File: config.mk
export PLATFORM = sky130hd
export DESIGN_NAME = hough_line_corner_finder
export DESIGN_NICKNAME = d
export VERILOG_FILES = /design/src/hlcf_pkg.sv /design/src/hlcf_div.sv /design/src/hlcf_dp.sv /design/src/hlcf_ctrl.sv /design/src/hough_line_corner_finder.sv
export SDC_FILE = /design/constraint.sdc
export NUM_CORES = 2
export LEC_CHECK = 0
export BUFFER_PORTS_ARGS = -buffer_cell sky130_fd_sc_hd__buf_2
export CAP_MARGIN = 15
export CORE_UTILIZATION = 57
export CTS_CLUSTER_SIZE = 10
export DETAILED_ROUTE_END_ITERATION = 12
export HOLD_SLACK_MARGIN = 0.03
export PLACE_DENSITY = 0.73
export SYNTH_ARGS = -nofsm -noshare
export SYNTH_HDL_FRONTEND = slang
export SYNTH_HIERARCHICAL = 1
export SYNTH_SLANG_ARGS = --single-unit
File: constraint.sdc
create_clock -name clk -period 23 [get_ports clk]
set_input_delay 4.6 -clock clk [delete_from_list [all_inputs] [get_ports clk]]
set_output_delay 4.6 -clock clk [all_outputs]
set_load 0.03 [all_outputs]
File: src/hlcf_pkg.sv
// Shared types and constants of the Hough line corner finder.
`default_nettype none
package hlcf_pkg;

	// Field widths
	localparam int RHO_W     = 16;
	localparam int THETA_W   = 10;
	localparam int LINE_W    = RHO_W + THETA_W;
	localparam int COORD_W   = 15;
	localparam int REG_W     = 13;
	localparam int CFG_IDX_W = 2;
	localparam int TRIG_W    = 16;

	// Arithmetic widths
	localparam int MUL_W  = 20;
	localparam int PROD_W = 2 * MUL_W;
	localparam int ACC_W  = 32;
	localparam int FRAC_SHIFT = 11;
	localparam int NUM_W  = ACC_W + FRAC_SHIFT;
	localparam int DEN_W  = ACC_W;

	// Coordinate saturation magnitudes
	localparam int COORD_POS_MAX = 16383;
	localparam int COORD_NEG_MAX = 16384;

	// Configuration register indexes
	localparam logic [CFG_IDX_W-1:0] REG_MERGE_DIST   = 2'd0;
	localparam logic [CFG_IDX_W-1:0] REG_IMAGE_WIDTH  = 2'd1;
	localparam logic [CFG_IDX_W-1:0] REG_IMAGE_HEIGHT = 2'd2;

	localparam logic [REG_W-1:0] MERGE_DIST_RST   = 13'd10;
	localparam logic [REG_W-1:0] IMAGE_WIDTH_RST  = 13'd640;
	localparam logic [REG_W-1:0] IMAGE_HEIGHT_RST = 13'd480;

	// Datapath operations
	typedef enum logic [4:0] {
		OP_NONE,
		OP_LOAD,
		OP_START,
		OP_READ_I,
		OP_LATCH_I,
		OP_READ_J,
		OP_LATCH_J,
		OP_TRIG,
		OP_PROD,
		OP_DIVX_GO,
		OP_DIVX_TAKE,
		OP_DIVY_GO,
		OP_DIVY_TAKE,
		OP_SCAN_START,
		OP_SCAN_NEXT,
		OP_AVG,
		OP_APPEND,
		OP_NEXT_J,
		OP_NEXT_I,
		OP_EMIT_START,
		OP_EMIT
	} op_t;

	// Controller states
	typedef enum logic [4:0] {
		ST_LOAD,
		ST_START,
		ST_RD_I,
		ST_LAT_I,
		ST_RD_J,
		ST_LAT_J,
		ST_TRIG,
		ST_PROD,
		ST_DIVX_GO,
		ST_DIVX_WAIT,
		ST_DIVY_GO,
		ST_DIVY_WAIT,
		ST_CHECK,
		ST_SCAN,
		ST_AVG,
		ST_APPEND,
		ST_NEXT_J,
		ST_NEXT_I,
		ST_EMIT
	} state_t;

	typedef struct packed {
		op_t        op;
		logic [2:0] step;
		logic [1:0] sub;
	} cmd_t;

	typedef struct packed {
		logic cls_y;
		logic i_end;
		logic j_end;
		logic den_zero;
		logic div_busy;
		logic in_bounds;
		logic scan_end;
		logic hit;
		logic out_free;
		logic emit_last;
	} stat_t;

endpackage
`default_nettype wire

File: src/hlcf_div.sv
// Iterative restoring divider with signed, saturated coordinate result.
`default_nettype none
module hlcf_div (
	input  wire logic                          clk,
	input  wire logic                          arst_n,
	input  wire logic                          start,
	input  wire logic [hlcf_pkg::NUM_W-1:0]    num,
	input  wire logic [hlcf_pkg::DEN_W-1:0]    den,
	input  wire logic                          neg,
	output logic                               busy,
	output logic signed [hlcf_pkg::COORD_W-1:0] quo
);
	import hlcf_pkg::*;

	localparam int CNT_W = $clog2(NUM_W + 1);

	logic             busy_q;
	logic [CNT_W-1:0] cnt_q;
	logic [DEN_W:0]   rem_q;
	logic [NUM_W-1:0] num_q;
	logic [DEN_W-1:0] den_q;
	logic             neg_q;
	logic [DEN_W:0]   rem_sh;
	logic             ge;

	// One quotient bit per cycle
	assign rem_sh = {rem_q[DEN_W-1:0], num_q[NUM_W-1]};
	assign ge     = rem_sh >= {1'b0, den_q};

	// Sequence control
	always_ff @(posedge clk or negedge arst_n) begin
		if (!arst_n) begin
			busy_q <= 1'b0;
			cnt_q  <= '0;
		end else if (start) begin
			busy_q <= 1'b1;
			cnt_q  <= CNT_W'(NUM_W);
		end else if (busy_q) begin
			cnt_q <= cnt_q - 1'b1;
			if (cnt_q == CNT_W'(1)) begin
				busy_q <= 1'b0;
			end
		end
	end

	// Shift remainder and quotient
	always_ff @(posedge clk) begin
		if (start) begin
			rem_q <= '0;
			num_q <= num;
			den_q <= den;
			neg_q <= neg;
		end else if (busy_q) begin
			rem_q <= ge ? (rem_sh - {1'b0, den_q}) : rem_sh;
			num_q <= {num_q[NUM_W-2:0], ge};
		end
	end

	// Apply sign and clamp to the coordinate range
	always_comb begin
		if (neg_q) begin
			if (num_q > NUM_W'(COORD_NEG_MAX)) begin
				quo = -COORD_W'(COORD_NEG_MAX);
			end else begin
				quo = -num_q[COORD_W-1:0];
			end
		end else begin
			if (num_q > NUM_W'(COORD_POS_MAX)) begin
				quo = COORD_W'(COORD_POS_MAX);
			end else begin
				quo = num_q[COORD_W-1:0];
			end
		end
	end

	assign busy = busy_q;

endmodule
`default_nettype wire

File: src/hlcf_dp.sv
// Datapath: line memory, trig and product unit, divider, corner list, output register.
`default_nettype none
module hlcf_dp #(
	parameter int MAX_LINES   = 32,
	parameter int MAX_CORNERS = 16
) (
	input  wire logic                              clk,
	input  wire logic                              arst_n,
	input  wire logic                              cfg_we,
	input  wire logic [hlcf_pkg::CFG_IDX_W-1:0]    cfg_index,
	input  wire logic [hlcf_pkg::REG_W-1:0]        cfg_data,
	input  wire logic [hlcf_pkg::RHO_W-1:0]        in_rho,
	input  wire logic [hlcf_pkg::THETA_W-1:0]      in_theta,
	input  wire hlcf_pkg::cmd_t                    cmd,
	output hlcf_pkg::stat_t                        stat,
	input  wire logic                              m_tready,
	output logic                                   out_valid,
	output logic                                   out_found,
	output logic [hlcf_pkg::COORD_W-1:0]           out_x,
	output logic [hlcf_pkg::COORD_W-1:0]           out_y,
	output logic                                   out_ovf,
	output logic                                   out_last
);
	import hlcf_pkg::*;

	localparam int LIDX_W = $clog2(MAX_LINES);
	localparam int LCNT_W = $clog2(MAX_LINES + 1);
	localparam int CIDX_W = (MAX_CORNERS > 1) ? $clog2(MAX_CORNERS) : 1;
	localparam int CCNT_W = $clog2(MAX_CORNERS + 1);

	// Configuration
	logic [REG_W-1:0] merge_dist_q, width_q, height_q;

	// Line store and pair registers
	logic [LINE_W-1:0]  line_mem [MAX_LINES];
	logic [LINE_W-1:0]  line_rd_q;
	logic [LIDX_W-1:0]  rd_idx;
	logic [LCNT_W-1:0]  line_cnt_q, i_q, j_q;
	logic               line_full;
	logic [THETA_W-1:0] theta0_q, theta_i_q, theta_j_q;
	logic signed [RHO_W-1:0] rho_i_q, rho_j_q;
	logic               dropped_q;

	// Corner list
	logic [CCNT_W-1:0]  ccnt_q, cidx_q;
	logic [CIDX_W-1:0]  cidx_i;
	logic               corner_full;
	logic signed [COORD_W-1:0] cx_q [MAX_CORNERS];
	logic signed [COORD_W-1:0] cy_q [MAX_CORNERS];

	// Shared multiplier
	logic signed [MUL_W-1:0]  mul_a, mul_b;
	logic signed [PROD_W-1:0] prod_q;

	// Trig
	logic [THETA_W-1:0]      theta_sel;
	logic [THETA_W:0]        phase;
	logic [THETA_W-1:0]      half, k;
	logic [18:0]             x2_q;
	logic [15:0]             t_val;
	logic [16:0]             u_val;
	logic [17:0]             s_val, s_rnd;
	logic [TRIG_W-1:0]       q_val;
	logic signed [TRIG_W-1:0] trig_q [4];

	// Cramer terms and point
	logic signed [ACC_W-1:0]   nx_q, ny_q, den_q;
	logic signed [ACC_W-1:0]   num_src;
	logic [ACC_W-1:0]          num_mag, den_mag;
	logic                      div_start, div_busy;
	logic signed [COORD_W-1:0] div_quo;
	logic signed [COORD_W-1:0] px_q, py_q;

	// Merge
	logic signed [COORD_W-1:0] cx_sel, cy_sel;
	logic signed [COORD_W:0]   dx, dy;
	logic [COORD_W:0]          adx, ady;
	logic [COORD_W+1:0]        man_dist;
	logic signed [18:0]        sum_x, sum_y;
	logic [17:0]               mag_x, mag_y;
	logic [COORD_W-1:0]        avg_q;

	// Output register
	logic                      out_valid_q, out_found_q, out_ovf_q, out_last_q;
	logic [COORD_W-1:0]        out_x_q, out_y_q;

	function automatic logic is_cls_y(input logic [THETA_W-1:0] t, input logic [THETA_W-1:0] t0);
		logic [THETA_W:0] d;
		d = {1'b0, t} - {1'b0, t0};
		if (d[THETA_W]) begin
			d = -d;
		end
		return (d > (THETA_W+1)'(384)) && (d < (THETA_W+1)'(640));
	endfunction

	// Configuration writes
	always_ff @(posedge clk or negedge arst_n) begin
		if (!arst_n) begin
			merge_dist_q <= MERGE_DIST_RST;
			width_q      <= IMAGE_WIDTH_RST;
			height_q     <= IMAGE_HEIGHT_RST;
		end else if (cfg_we) begin
			unique case (cfg_index)
				REG_MERGE_DIST:   merge_dist_q <= cfg_data;
				REG_IMAGE_WIDTH:  width_q      <= cfg_data;
				REG_IMAGE_HEIGHT: height_q     <= cfg_data;
				default: ;
			endcase
		end
	end

	// Line memory: one write, one registered read
	assign line_full = (line_cnt_q == LCNT_W'(MAX_LINES));
	assign rd_idx    = (cmd.op == OP_READ_J) ? j_q[LIDX_W-1:0] : i_q[LIDX_W-1:0];

	always_ff @(posedge clk) begin
		if (cmd.op == OP_LOAD && !line_full) begin
			line_mem[line_cnt_q[LIDX_W-1:0]] <= {in_rho, in_theta};
		end
	end

	always_ff @(posedge clk) begin
		line_rd_q <= line_mem[rd_idx];
	end

	// Pair indexes and scan index
	always_ff @(posedge clk or negedge arst_n) begin
		if (!arst_n) begin
			i_q    <= '0;
			j_q    <= '0;
			cidx_q <= '0;
		end else begin
			case (cmd.op)
				OP_START:      i_q    <= '0;
				OP_LATCH_I:    j_q    <= LCNT_W'(1);
				OP_NEXT_J:     j_q    <= j_q + 1'b1;
				OP_NEXT_I:     i_q    <= i_q + 1'b1;
				OP_SCAN_START: cidx_q <= '0;
				OP_EMIT_START: cidx_q <= '0;
				OP_SCAN_NEXT:  cidx_q <= cidx_q + 1'b1;
				OP_EMIT:       cidx_q <= cidx_q + 1'b1;
				default: ;
			endcase
		end
	end

	// Latch the two lines of a pair
	always_ff @(posedge clk) begin
		if (cmd.op == OP_LOAD && line_cnt_q == '0) begin
			theta0_q <= in_theta;
		end
		if (cmd.op == OP_LATCH_I) begin
			rho_i_q   <= line_rd_q[LINE_W-1:THETA_W];
			theta_i_q <= line_rd_q[THETA_W-1:0];
		end
		if (cmd.op == OP_LATCH_J) begin
			rho_j_q   <= line_rd_q[LINE_W-1:THETA_W];
			theta_j_q <= line_rd_q[THETA_W-1:0];
		end
	end

	// Sine/cosine by polynomial over the quarter wave
	assign theta_sel = cmd.sub[1] ? theta_j_q : theta_i_q;
	assign phase     = {1'b0, theta_sel} + (cmd.sub[0] ? (THETA_W+1)'(0) : (THETA_W+1)'(512));
	assign half      = phase[THETA_W-1:0];
	assign k         = (half <= THETA_W'(512)) ? half
		: THETA_W'((THETA_W+1)'(1024) - {1'b0, half});
	assign t_val     = 16'd42047 - prod_q[33:18];
	assign u_val     = 17'd102944 - prod_q[34:18];
	assign s_val     = prod_q[26:9];
	assign s_rnd     = (s_val + 18'd1) >> 1;
	assign q_val     = (s_rnd > 18'd32767) ? 16'd32767 : s_rnd[TRIG_W-1:0];

	always_ff @(posedge clk) begin
		if (cmd.op == OP_TRIG) begin
			if (cmd.step == 3'd1) begin
				x2_q <= prod_q[18:0];
			end
			if (cmd.step == 3'd4) begin
				trig_q[cmd.sub] <= phase[THETA_W] ? -q_val : q_val;
			end
		end
	end

	// Merge arithmetic
	assign cidx_i   = cidx_q[CIDX_W-1:0];
	assign cx_sel   = cx_q[cidx_i];
	assign cy_sel   = cy_q[cidx_i];
	assign dx       = {cx_sel[COORD_W-1], cx_sel} - {px_q[COORD_W-1], px_q};
	assign dy       = {cy_sel[COORD_W-1], cy_sel} - {py_q[COORD_W-1], py_q};
	assign adx      = dx[COORD_W] ? -dx : dx;
	assign ady      = dy[COORD_W] ? -dy : dy;
	assign man_dist = {1'b0, adx} + {1'b0, ady};
	assign sum_x    = 19'(px_q) + (19'(cx_sel) <<< 3) + 19'(cx_sel);
	assign sum_y    = 19'(py_q) + (19'(cy_sel) <<< 3) + 19'(cy_sel);
	assign mag_x    = sum_x[18] ? 18'(-sum_x) : 18'(sum_x);
	assign mag_y    = sum_y[18] ? 18'(-sum_y) : 18'(sum_y);
	assign avg_q    = prod_q[33:19];

	// Multiplier operand select
	always_comb begin
		mul_a = '0;
		mul_b = '0;
		case (cmd.op)
			OP_TRIG: begin
				case (cmd.step)
					3'd0: begin mul_a = MUL_W'(k);           mul_b = MUL_W'(k); end
					3'd1: begin mul_a = MUL_W'(prod_q[18:0]); mul_b = 20'sd4640; end
					3'd2: begin mul_a = MUL_W'(x2_q);        mul_b = MUL_W'(t_val); end
					3'd3: begin mul_a = MUL_W'(k);           mul_b = MUL_W'(u_val); end
					default: ;
				endcase
			end
			OP_PROD: begin
				case (cmd.step)
					3'd0: begin mul_a = MUL_W'(trig_q[3]); mul_b = MUL_W'(rho_i_q); end
					3'd1: begin mul_a = MUL_W'(trig_q[1]); mul_b = MUL_W'(rho_j_q); end
					3'd2: begin mul_a = MUL_W'(trig_q[0]); mul_b = MUL_W'(rho_j_q); end
					3'd3: begin mul_a = MUL_W'(trig_q[2]); mul_b = MUL_W'(rho_i_q); end
					3'd4: begin mul_a = MUL_W'(trig_q[0]); mul_b = MUL_W'(trig_q[3]); end
					3'd5: begin mul_a = MUL_W'(trig_q[1]); mul_b = MUL_W'(trig_q[2]); end
					default: ;
				endcase
			end
			OP_AVG: begin
				mul_b = 20'sd52429;
				if (cmd.step == 3'd0) begin
					mul_a = MUL_W'(mag_x);
				end else begin
					mul_a = MUL_W'(mag_y);
				end
			end
			default: ;
		endcase
	end

	always_ff @(posedge clk) begin
		prod_q <= mul_a * mul_b;
	end

	// Accumulate Cramer terms
	always_ff @(posedge clk) begin
		if (cmd.op == OP_PROD) begin
			case (cmd.step)
				3'd1: nx_q  <= prod_q[ACC_W-1:0];
				3'd2: nx_q  <= nx_q - prod_q[ACC_W-1:0];
				3'd3: ny_q  <= prod_q[ACC_W-1:0];
				3'd4: ny_q  <= ny_q - prod_q[ACC_W-1:0];
				3'd5: den_q <= prod_q[ACC_W-1:0];
				3'd6: den_q <= den_q - prod_q[ACC_W-1:0];
				default: ;
			endcase
		end
	end

	// Divide numerator magnitude by denominator magnitude
	assign div_start = (cmd.op == OP_DIVX_GO) || (cmd.op == OP_DIVY_GO);
	assign num_src   = (cmd.op == OP_DIVY_GO) ? ny_q : nx_q;
	assign num_mag   = num_src[ACC_W-1] ? ACC_W'(-num_src) : ACC_W'(num_src);
	assign den_mag   = den_q[ACC_W-1] ? ACC_W'(-den_q) : ACC_W'(den_q);

	hlcf_div u_div (
		.clk    (clk),
		.arst_n (arst_n),
		.start  (div_start),
		.num    ({num_mag, FRAC_SHIFT'(0)}),
		.den    (den_mag),
		.neg    (num_src[ACC_W-1] ^ den_q[ACC_W-1]),
		.busy   (div_busy),
		.quo    (div_quo)
	);

	always_ff @(posedge clk) begin
		if (cmd.op == OP_DIVX_TAKE) begin
			px_q <= div_quo;
		end
		if (cmd.op == OP_DIVY_TAKE) begin
			py_q <= div_quo;
		end
	end

	// Corner list update
	assign corner_full = (ccnt_q == CCNT_W'(MAX_CORNERS));

	always_ff @(posedge clk) begin
		if (cmd.op == OP_AVG && cmd.step == 3'd1) begin
			cx_q[cidx_i] <= sum_x[18] ? -avg_q : avg_q;
		end
		if (cmd.op == OP_AVG && cmd.step == 3'd2) begin
			cy_q[cidx_i] <= sum_y[18] ? -avg_q : avg_q;
		end
		if (cmd.op == OP_APPEND && !corner_full) begin
			cx_q[ccnt_q[CIDX_W-1:0]] <= px_q;
			cy_q[ccnt_q[CIDX_W-1:0]] <= py_q;
		end
	end

	// Counts and drop flag
	always_ff @(posedge clk or negedge arst_n) begin
		if (!arst_n) begin
			line_cnt_q <= '0;
			ccnt_q     <= '0;
			dropped_q  <= 1'b0;
		end else begin
			case (cmd.op)
				OP_LOAD: begin
					if (line_full) begin
						dropped_q <= 1'b1;
					end else begin
						line_cnt_q <= line_cnt_q + 1'b1;
					end
				end
				OP_START: ccnt_q <= '0;
				OP_APPEND: begin
					if (corner_full) begin
						dropped_q <= 1'b1;
					end else begin
						ccnt_q <= ccnt_q + 1'b1;
					end
				end
				OP_EMIT: begin
					if (stat.emit_last) begin
						line_cnt_q <= '0;
						ccnt_q     <= '0;
						dropped_q  <= 1'b0;
					end
				end
				default: ;
			endcase
		end
	end

	// Output register: load a beat, drop it when taken
	always_ff @(posedge clk or negedge arst_n) begin
		if (!arst_n) begin
			out_valid_q <= 1'b0;
		end else if (cmd.op == OP_EMIT) begin
			out_valid_q <= 1'b1;
		end else if (m_tready) begin
			out_valid_q <= 1'b0;
		end
	end

	always_ff @(posedge clk) begin
		if (cmd.op == OP_EMIT) begin
			out_found_q <= (ccnt_q != '0);
			out_x_q     <= (ccnt_q != '0) ? cx_sel : '0;
			out_y_q     <= (ccnt_q != '0) ? cy_sel : '0;
			out_ovf_q   <= dropped_q;
			out_last_q  <= stat.emit_last;
		end
	end

	// Status to the controller
	always_comb begin
		stat.cls_y     = is_cls_y(line_rd_q[THETA_W-1:0], theta0_q);
		stat.i_end     = (i_q == line_cnt_q);
		stat.j_end     = (j_q == line_cnt_q);
		stat.den_zero  = (den_q == '0);
		stat.div_busy  = div_busy;
		stat.in_bounds = ($signed({px_q[COORD_W-1], px_q}) < $signed({3'b000, width_q}))
			&& ($signed({py_q[COORD_W-1], py_q}) < $signed({3'b000, height_q}));
		stat.scan_end  = (cidx_q == ccnt_q);
		stat.hit       = (man_dist < (COORD_W+2)'(merge_dist_q));
		stat.out_free  = !out_valid_q || m_tready;
		stat.emit_last = (ccnt_q == '0) || (cidx_q == ccnt_q - 1'b1);
	end

	assign out_valid = out_valid_q;
	assign out_found = out_found_q;
	assign out_x     = out_x_q;
	assign out_y     = out_y_q;
	assign out_ovf   = out_ovf_q;
	assign out_last  = out_last_q;

endmodule
`default_nettype wire

File: src/hlcf_ctrl.sv
// Controller state machine: load, pair walk, intersect, merge and emit sequencing.
`default_nettype none
module hlcf_ctrl (
	input  wire logic              clk,
	input  wire logic              arst_n,
	input  wire logic              s_tvalid,
	input  wire logic              s_tlast,
	output logic                   s_tready,
	input  wire hlcf_pkg::stat_t   stat,
	output hlcf_pkg::cmd_t         cmd
);
	import hlcf_pkg::*;

	state_t     state_q, state_d;
	logic [2:0] step_q, step_d;
	logic [1:0] sub_q, sub_d;

	// State and step registers
	always_ff @(posedge clk or negedge arst_n) begin
		if (!arst_n) begin
			state_q <= ST_LOAD;
			step_q  <= '0;
			sub_q   <= '0;
		end else begin
			state_q <= state_d;
			step_q  <= step_d;
			sub_q   <= sub_d;
		end
	end

	// Next state and commands
	always_comb begin
		state_d  = state_q;
		step_d   = step_q;
		sub_d    = sub_q;
		s_tready = 1'b0;
		cmd.op   = OP_NONE;
		cmd.step = step_q;
		cmd.sub  = sub_q;
		unique case (state_q)
			ST_LOAD: begin
				s_tready = 1'b1;
				if (s_tvalid) begin
					cmd.op = OP_LOAD;
					if (s_tlast) begin
						state_d = ST_START;
					end
				end
			end
			ST_START: begin
				cmd.op  = OP_START;
				state_d = ST_RD_I;
			end
			ST_RD_I: begin
				if (stat.i_end) begin
					cmd.op  = OP_EMIT_START;
					state_d = ST_EMIT;
				end else begin
					cmd.op  = OP_READ_I;
					state_d = ST_LAT_I;
				end
			end
			ST_LAT_I: begin
				cmd.op  = OP_LATCH_I;
				state_d = stat.cls_y ? ST_NEXT_I : ST_RD_J;
			end
			ST_RD_J: begin
				if (stat.j_end) begin
					state_d = ST_NEXT_I;
				end else begin
					cmd.op  = OP_READ_J;
					state_d = ST_LAT_J;
				end
			end
			ST_LAT_J: begin
				cmd.op = OP_LATCH_J;
				if (stat.cls_y) begin
					step_d  = '0;
					sub_d   = '0;
					state_d = ST_TRIG;
				end else begin
					state_d = ST_NEXT_J;
				end
			end
			ST_TRIG: begin
				cmd.op = OP_TRIG;
				if (step_q == 3'd4) begin
					step_d = '0;
					if (sub_q == 2'd3) begin
						state_d = ST_PROD;
					end else begin
						sub_d = sub_q + 1'b1;
					end
				end else begin
					step_d = step_q + 1'b1;
				end
			end
			ST_PROD: begin
				cmd.op = OP_PROD;
				if (step_q == 3'd6) begin
					step_d  = '0;
					state_d = ST_DIVX_GO;
				end else begin
					step_d = step_q + 1'b1;
				end
			end
			ST_DIVX_GO: begin
				if (stat.den_zero) begin
					state_d = ST_NEXT_J;
				end else begin
					cmd.op  = OP_DIVX_GO;
					state_d = ST_DIVX_WAIT;
				end
			end
			ST_DIVX_WAIT: begin
				if (!stat.div_busy) begin
					cmd.op  = OP_DIVX_TAKE;
					state_d = ST_DIVY_GO;
				end
			end
			ST_DIVY_GO: begin
				cmd.op  = OP_DIVY_GO;
				state_d = ST_DIVY_WAIT;
			end
			ST_DIVY_WAIT: begin
				if (!stat.div_busy) begin
					cmd.op  = OP_DIVY_TAKE;
					state_d = ST_CHECK;
				end
			end
			ST_CHECK: begin
				if (stat.in_bounds) begin
					cmd.op  = OP_SCAN_START;
					state_d = ST_SCAN;
				end else begin
					state_d = ST_NEXT_J;
				end
			end
			ST_SCAN: begin
				if (stat.scan_end) begin
					state_d = ST_APPEND;
				end else if (stat.hit) begin
					step_d  = '0;
					state_d = ST_AVG;
				end else begin
					cmd.op = OP_SCAN_NEXT;
				end
			end
			ST_AVG: begin
				cmd.op = OP_AVG;
				if (step_q == 3'd2) begin
					step_d  = '0;
					state_d = ST_NEXT_J;
				end else begin
					step_d = step_q + 1'b1;
				end
			end
			ST_APPEND: begin
				cmd.op  = OP_APPEND;
				state_d = ST_NEXT_J;
			end
			ST_NEXT_J: begin
				cmd.op  = OP_NEXT_J;
				state_d = ST_RD_J;
			end
			ST_NEXT_I: begin
				cmd.op  = OP_NEXT_I;
				state_d = ST_RD_I;
			end
			ST_EMIT: begin
				if (stat.out_free) begin
					cmd.op = OP_EMIT;
					if (stat.emit_last) begin
						state_d = ST_LOAD;
					end
				end
			end
			default: state_d = ST_LOAD;
		endcase
	end

endmodule
`default_nettype wire

File: src/hough_line_corner_finder.sv
// Top level of the Hough line corner finder.
// Lines load at one beat per cycle; the last line of a set starts the compute phase.
// Each X/Y line pair runs four trig evaluations and the Cramer products on one shared multiplier,
// then two divides and a scan of the stored corners.
// Corners leave via the output register, one beat per cycle while m_tready is high; input waits.
// Reset clears counters, flags and state and loads the register defaults; stores are not cleared.
`default_nettype none
module hough_line_corner_finder #(
	parameter int MAX_LINES   = 32,
	parameter int MAX_CORNERS = 16
) (
	input  wire logic                           clk,
	input  wire logic                           arst_n,
	input  wire logic                           cfg_we,
	input  wire logic [hlcf_pkg::CFG_IDX_W-1:0] cfg_index,
	input  wire logic [hlcf_pkg::REG_W-1:0]     cfg_data,
	input  wire logic                           s_tvalid,
	output logic                                s_tready,
	input  wire logic [31:0]                    s_tdata,  // line_rho[15:0], line_theta[25:16]
	input  wire logic                           s_tlast,
	output logic                                m_tvalid,
	input  wire logic                           m_tready,
	output logic [31:0]                         m_tdata,  // corner_x[14:0], corner_y[29:15]
	output logic [1:0]                          m_tuser,  // found[0], overflow[1]
	output logic                                m_tlast
);
	import hlcf_pkg::*;

	cmd_t  cmd;
	stat_t stat;
	logic               found, ovf;
	logic [COORD_W-1:0] cx, cy;

	hlcf_ctrl u_ctrl (
		.clk      (clk),
		.arst_n   (arst_n),
		.s_tvalid (s_tvalid),
		.s_tlast  (s_tlast),
		.s_tready (s_tready),
		.stat     (stat),
		.cmd      (cmd)
	);

	hlcf_dp #(
		.MAX_LINES   (MAX_LINES),
		.MAX_CORNERS (MAX_CORNERS)
	) u_dp (
		.clk       (clk),
		.arst_n    (arst_n),
		.cfg_we    (cfg_we),
		.cfg_index (cfg_index),
		.cfg_data  (cfg_data),
		.in_rho    (s_tdata[RHO_W-1:0]),
		.in_theta  (s_tdata[LINE_W-1:RHO_W]),
		.cmd       (cmd),
		.stat      (stat),
		.m_tready  (m_tready),
		.out_valid (m_tvalid),
		.out_found (found),
		.out_x     (cx),
		.out_y     (cy),
		.out_ovf   (ovf),
		.out_last  (m_tlast)
	);

	// Pack the result beat
	assign m_tdata = {2'b00, cy, cx};
	assign m_tuser = {ovf, found};

endmodule
`default_nettype wire

==> impl_metrics.toml <==
[drt]
wl_per_cell_um = 25.6
dr_total_vias = 69772
avgViaCountPerCell = 6.30
drc = 0
drt_iter0_markers = 8164
routed_wl_um = 283000
ant_nets = 0
met2WireLength_um = 128000
top_layer_used = "met5"
m1WireLength_um = 114000
dr_wl_met3_um = 32000
drt_first_pass_iters = 6

[setup_path]
cp-start-kind = "flop"
reg2reg_from = "u_dp/cidx_q[0]"
crit_type = "reg -> reg"
cp_max_fo = 35
slowest_stage = "a221oi_1"
cp.arrival_ns = 21.63
crit_path_end_kind = "flop"
path_buf_inv = 7
cp_common_cell = "fa_1"
cp.required_ns = 23.73
cp_top_family = "compound AO/OA/AOI/OAI gates"
slowest_delay_ns = 1.10
cp-startpoint = "u_dp/cidx_q[0]"

[die]
die_area_mm2 = 0.187
ios = 90
dieWidth_um = 432
num_rows = 157
initial_core_util = 0.575
die_height_um = 432
fp.coreArea_mm2 = 0.183

[global_route]
grt_max_degree = 129
grt_pass1_wl_um = 423000
antenna_found_initial = 15
grt_pass1_vias = 68440
globalRoute.totalOverflow = 0
grt.total_usage = 0.304

[min_path]
min_path_type = "reg -> reg"
min_from = "u_dp/line_rd_q[21]"

[timing]
max-slew-margin-rel = 0.136
clock_skew_ns = 0.117
maxSlewViolCount = 0
tns_ns = 0
setup_viol = 0
worst_pin_slew_ns = 1.30
rsz0062_at_grt = "no"
fmax_ghz = 0.0478
final-hold-violation-count = 0
fin_crit_ns = 20.91
min_period_over_period = 0.909

[cells_and_area]
multi_input_area_mm2 = 0.0464
drive_above_1_share = 0.129
mostFrequentLayoutCells = "edfxtp_1, nand2_1, inv_1"
fillCellCount = 13425
area_delta_synth_final_pct = 9.68
layout_commonest_cell = "edfxtp_1"
regArea_mm2 = 0.0548
stdcell_count = 11081
final_nets = 9330

[place]
hpwl_um = 187000
gp_congestion = 0.993
port_buffers = 81
place_inst = 10702

[synthesis]
ys_types = 112
synth_seq_area_share = 0.521
async_reset_ff_frac = 0.0460
synth_area_mm2 = 0.105
netlist.area_leader.share = 0.482
syn_inst = 8360
ys_seq_elements = 1871
synth_edf_count = 1692
yosys.area.top_type = "edfxtp_1"
yosys_warnings = 6
synthTopCellsByArea = "edfxtp_1, fa_1, mux4_2, ha_1, nand2_1"
avgSynthCellArea_um2 = 12.6
ys.flop_type = "edfxtp_1"

[clock_network]
cts_made_buffers = 213
cts_max_path_buffers = 3
cts_root_buffer = "clkbuf_16"
htreeDepth = 4
clock-sinks = 1871
clkTransAtPathRegs_ns = 0.06
cts_tree = "yes"
clk_latency_ns = 0.89
cts_resized = 0
cts_hold_buf = 0
cts_setup_buffers = 0

[power_and_ir_drop]
netSwitchingFraction = 0.433
powerDensity_mw_per_mm2 = 151
seq_power_share = 0.275
p_switching_w = 0.00755
finalPower_w = 0.0174
clkPwrFrac = 0.178
intPower_w = 0.00989
comb_power_share = 0.547
p_leak_nw = 43.5
ir_drop_uv = 239

[outcome]
status = "complete, no violations"

[run]
maxCapViolCount = 0
==> cell families (layout without fill, tap and decap cells) <==
group	count (synthesis)	count (layout)	synth area share
buf+inv	1166	1405	0.0434
simple gates	2211	2211	0.0987
other cells	2	20	0.0000713
fa+ha+maj	802	802	0.124
compound gates	1333	1333	0.0813
mux	564	564	0.0972
flops	1871	1871	0.521
xor+xnor	411	411	0.0342
==> power groups by stage <==
stage	logic [W]	clock network, W	registers, W
floorplan	0.00660	0	0.00470
global placement	0.00891	0	0.00486
detailed placement	0.00909	0	0.00487
CTS	0.00917	0.00315	0.00481
global route	0.0102	0.00328	0.00482
finish	0.00953	0.00311	0.00480
==> area by class of cell <==
cell class,instances,area share
well taps,2464,0.0267
diodes,7,0.000152
clock inverters,30,0.00435
multi-input cells,5334,0.402
clock buffers,320,0.0505
inverters,788,0.0256
flip-flops and latches,1871,0.475
repair buffers,267,0.0164
==> through the flow <==
stage / cell area [um2] / hold WS [ns] / setup slack (ns) / utilization
2_1_floorplan: 105000 / 0.404 / 6.42 / -
3_3_place_gp: 109000 / 0.407 / 3.00 / 0.594
3_5_place_dp: 109000 / 0.415 / 2.66 / 0.594
4_1_cts: 115000 / 0.353 / 2.57 / 0.629
5_1_grt: 116000 / 0.369 / 1.15 / 0.630
6_report: 116000 / 0.355 / 2.09 / 0.630
==> state kept, by name (all words and copies together) (netlist names), 19 cells and up <==
register          count
u_dp/nx_q            32
u_dp/den_q           32
u_dp/prod_q          35
u_dp/line_mem       832
u_dp/u_div/rem_q     32
u_dp/cy_q           240
u_dp/line_rd_q       26
u_dp/x2_q            19
u_dp/trig_q          64
u_dp/ny_q            32
u_dp/cx_q           240
u_dp/u_div/den_q     32
u_dp/u_div/num_q     43
==> layer usage <==
layer  global-route usage  vias up
met1                0.442    34960
met5                    0        -
met3               0.0650      561
li1                     -    30434
met4               0.0966       12
met2                0.460     3805
==> worst register-to-register path: cells and delay by family (launching register included) <==
family | cells | cell delay [ns]
buffers and inverters | 7 | 1.81
xor gates and xnor gates | 2 | 0.33
AOI/OAI and AO/OA | 34 | 9.57
adders and majority gates | 11 | 4.95
DFF | 1 | 0.91
muxes | 3 | 1.71
and+or+nand+nor | 6 | 1.51
==> synthesized netlist by cell type, types with 236 or more instances <==
| library cell | number |
|---|---|
| a21oi_1 | 335 |
| xnor2_1 | 308 |
| clkbuf_1 | 236 |
| nand2_1 | 828 |
| nor2_1 | 459 |
| edfxtp_1 | 1692 |
| o21ai_0 | 332 |
| nand3_1 | 236 |
| ha_1 | 392 |
| fa_1 | 410 |
| inv_1 | 783 |
| mux4_2 | 358 |
==> path summary, 6_finish.rpt <==
check                                       to  cells after the start  slack, ns
setup / recovery               u_dp/prod_q[34]                     63       2.09
hold / removal                u_dp/rho_i_q[11]                      0       0.36
setup reg to reg               u_dp/prod_q[34]                     63       2.09
hold reg to reg               u_dp/rho_i_q[11]                      0       0.36
max in group asynchronous     u_ctrl/step_q[0]                      2      17.91
min in group asynchronous  u_dp/u_div/cnt_q[2]                      1       3.75
Power figures use the tool's default switching activity.
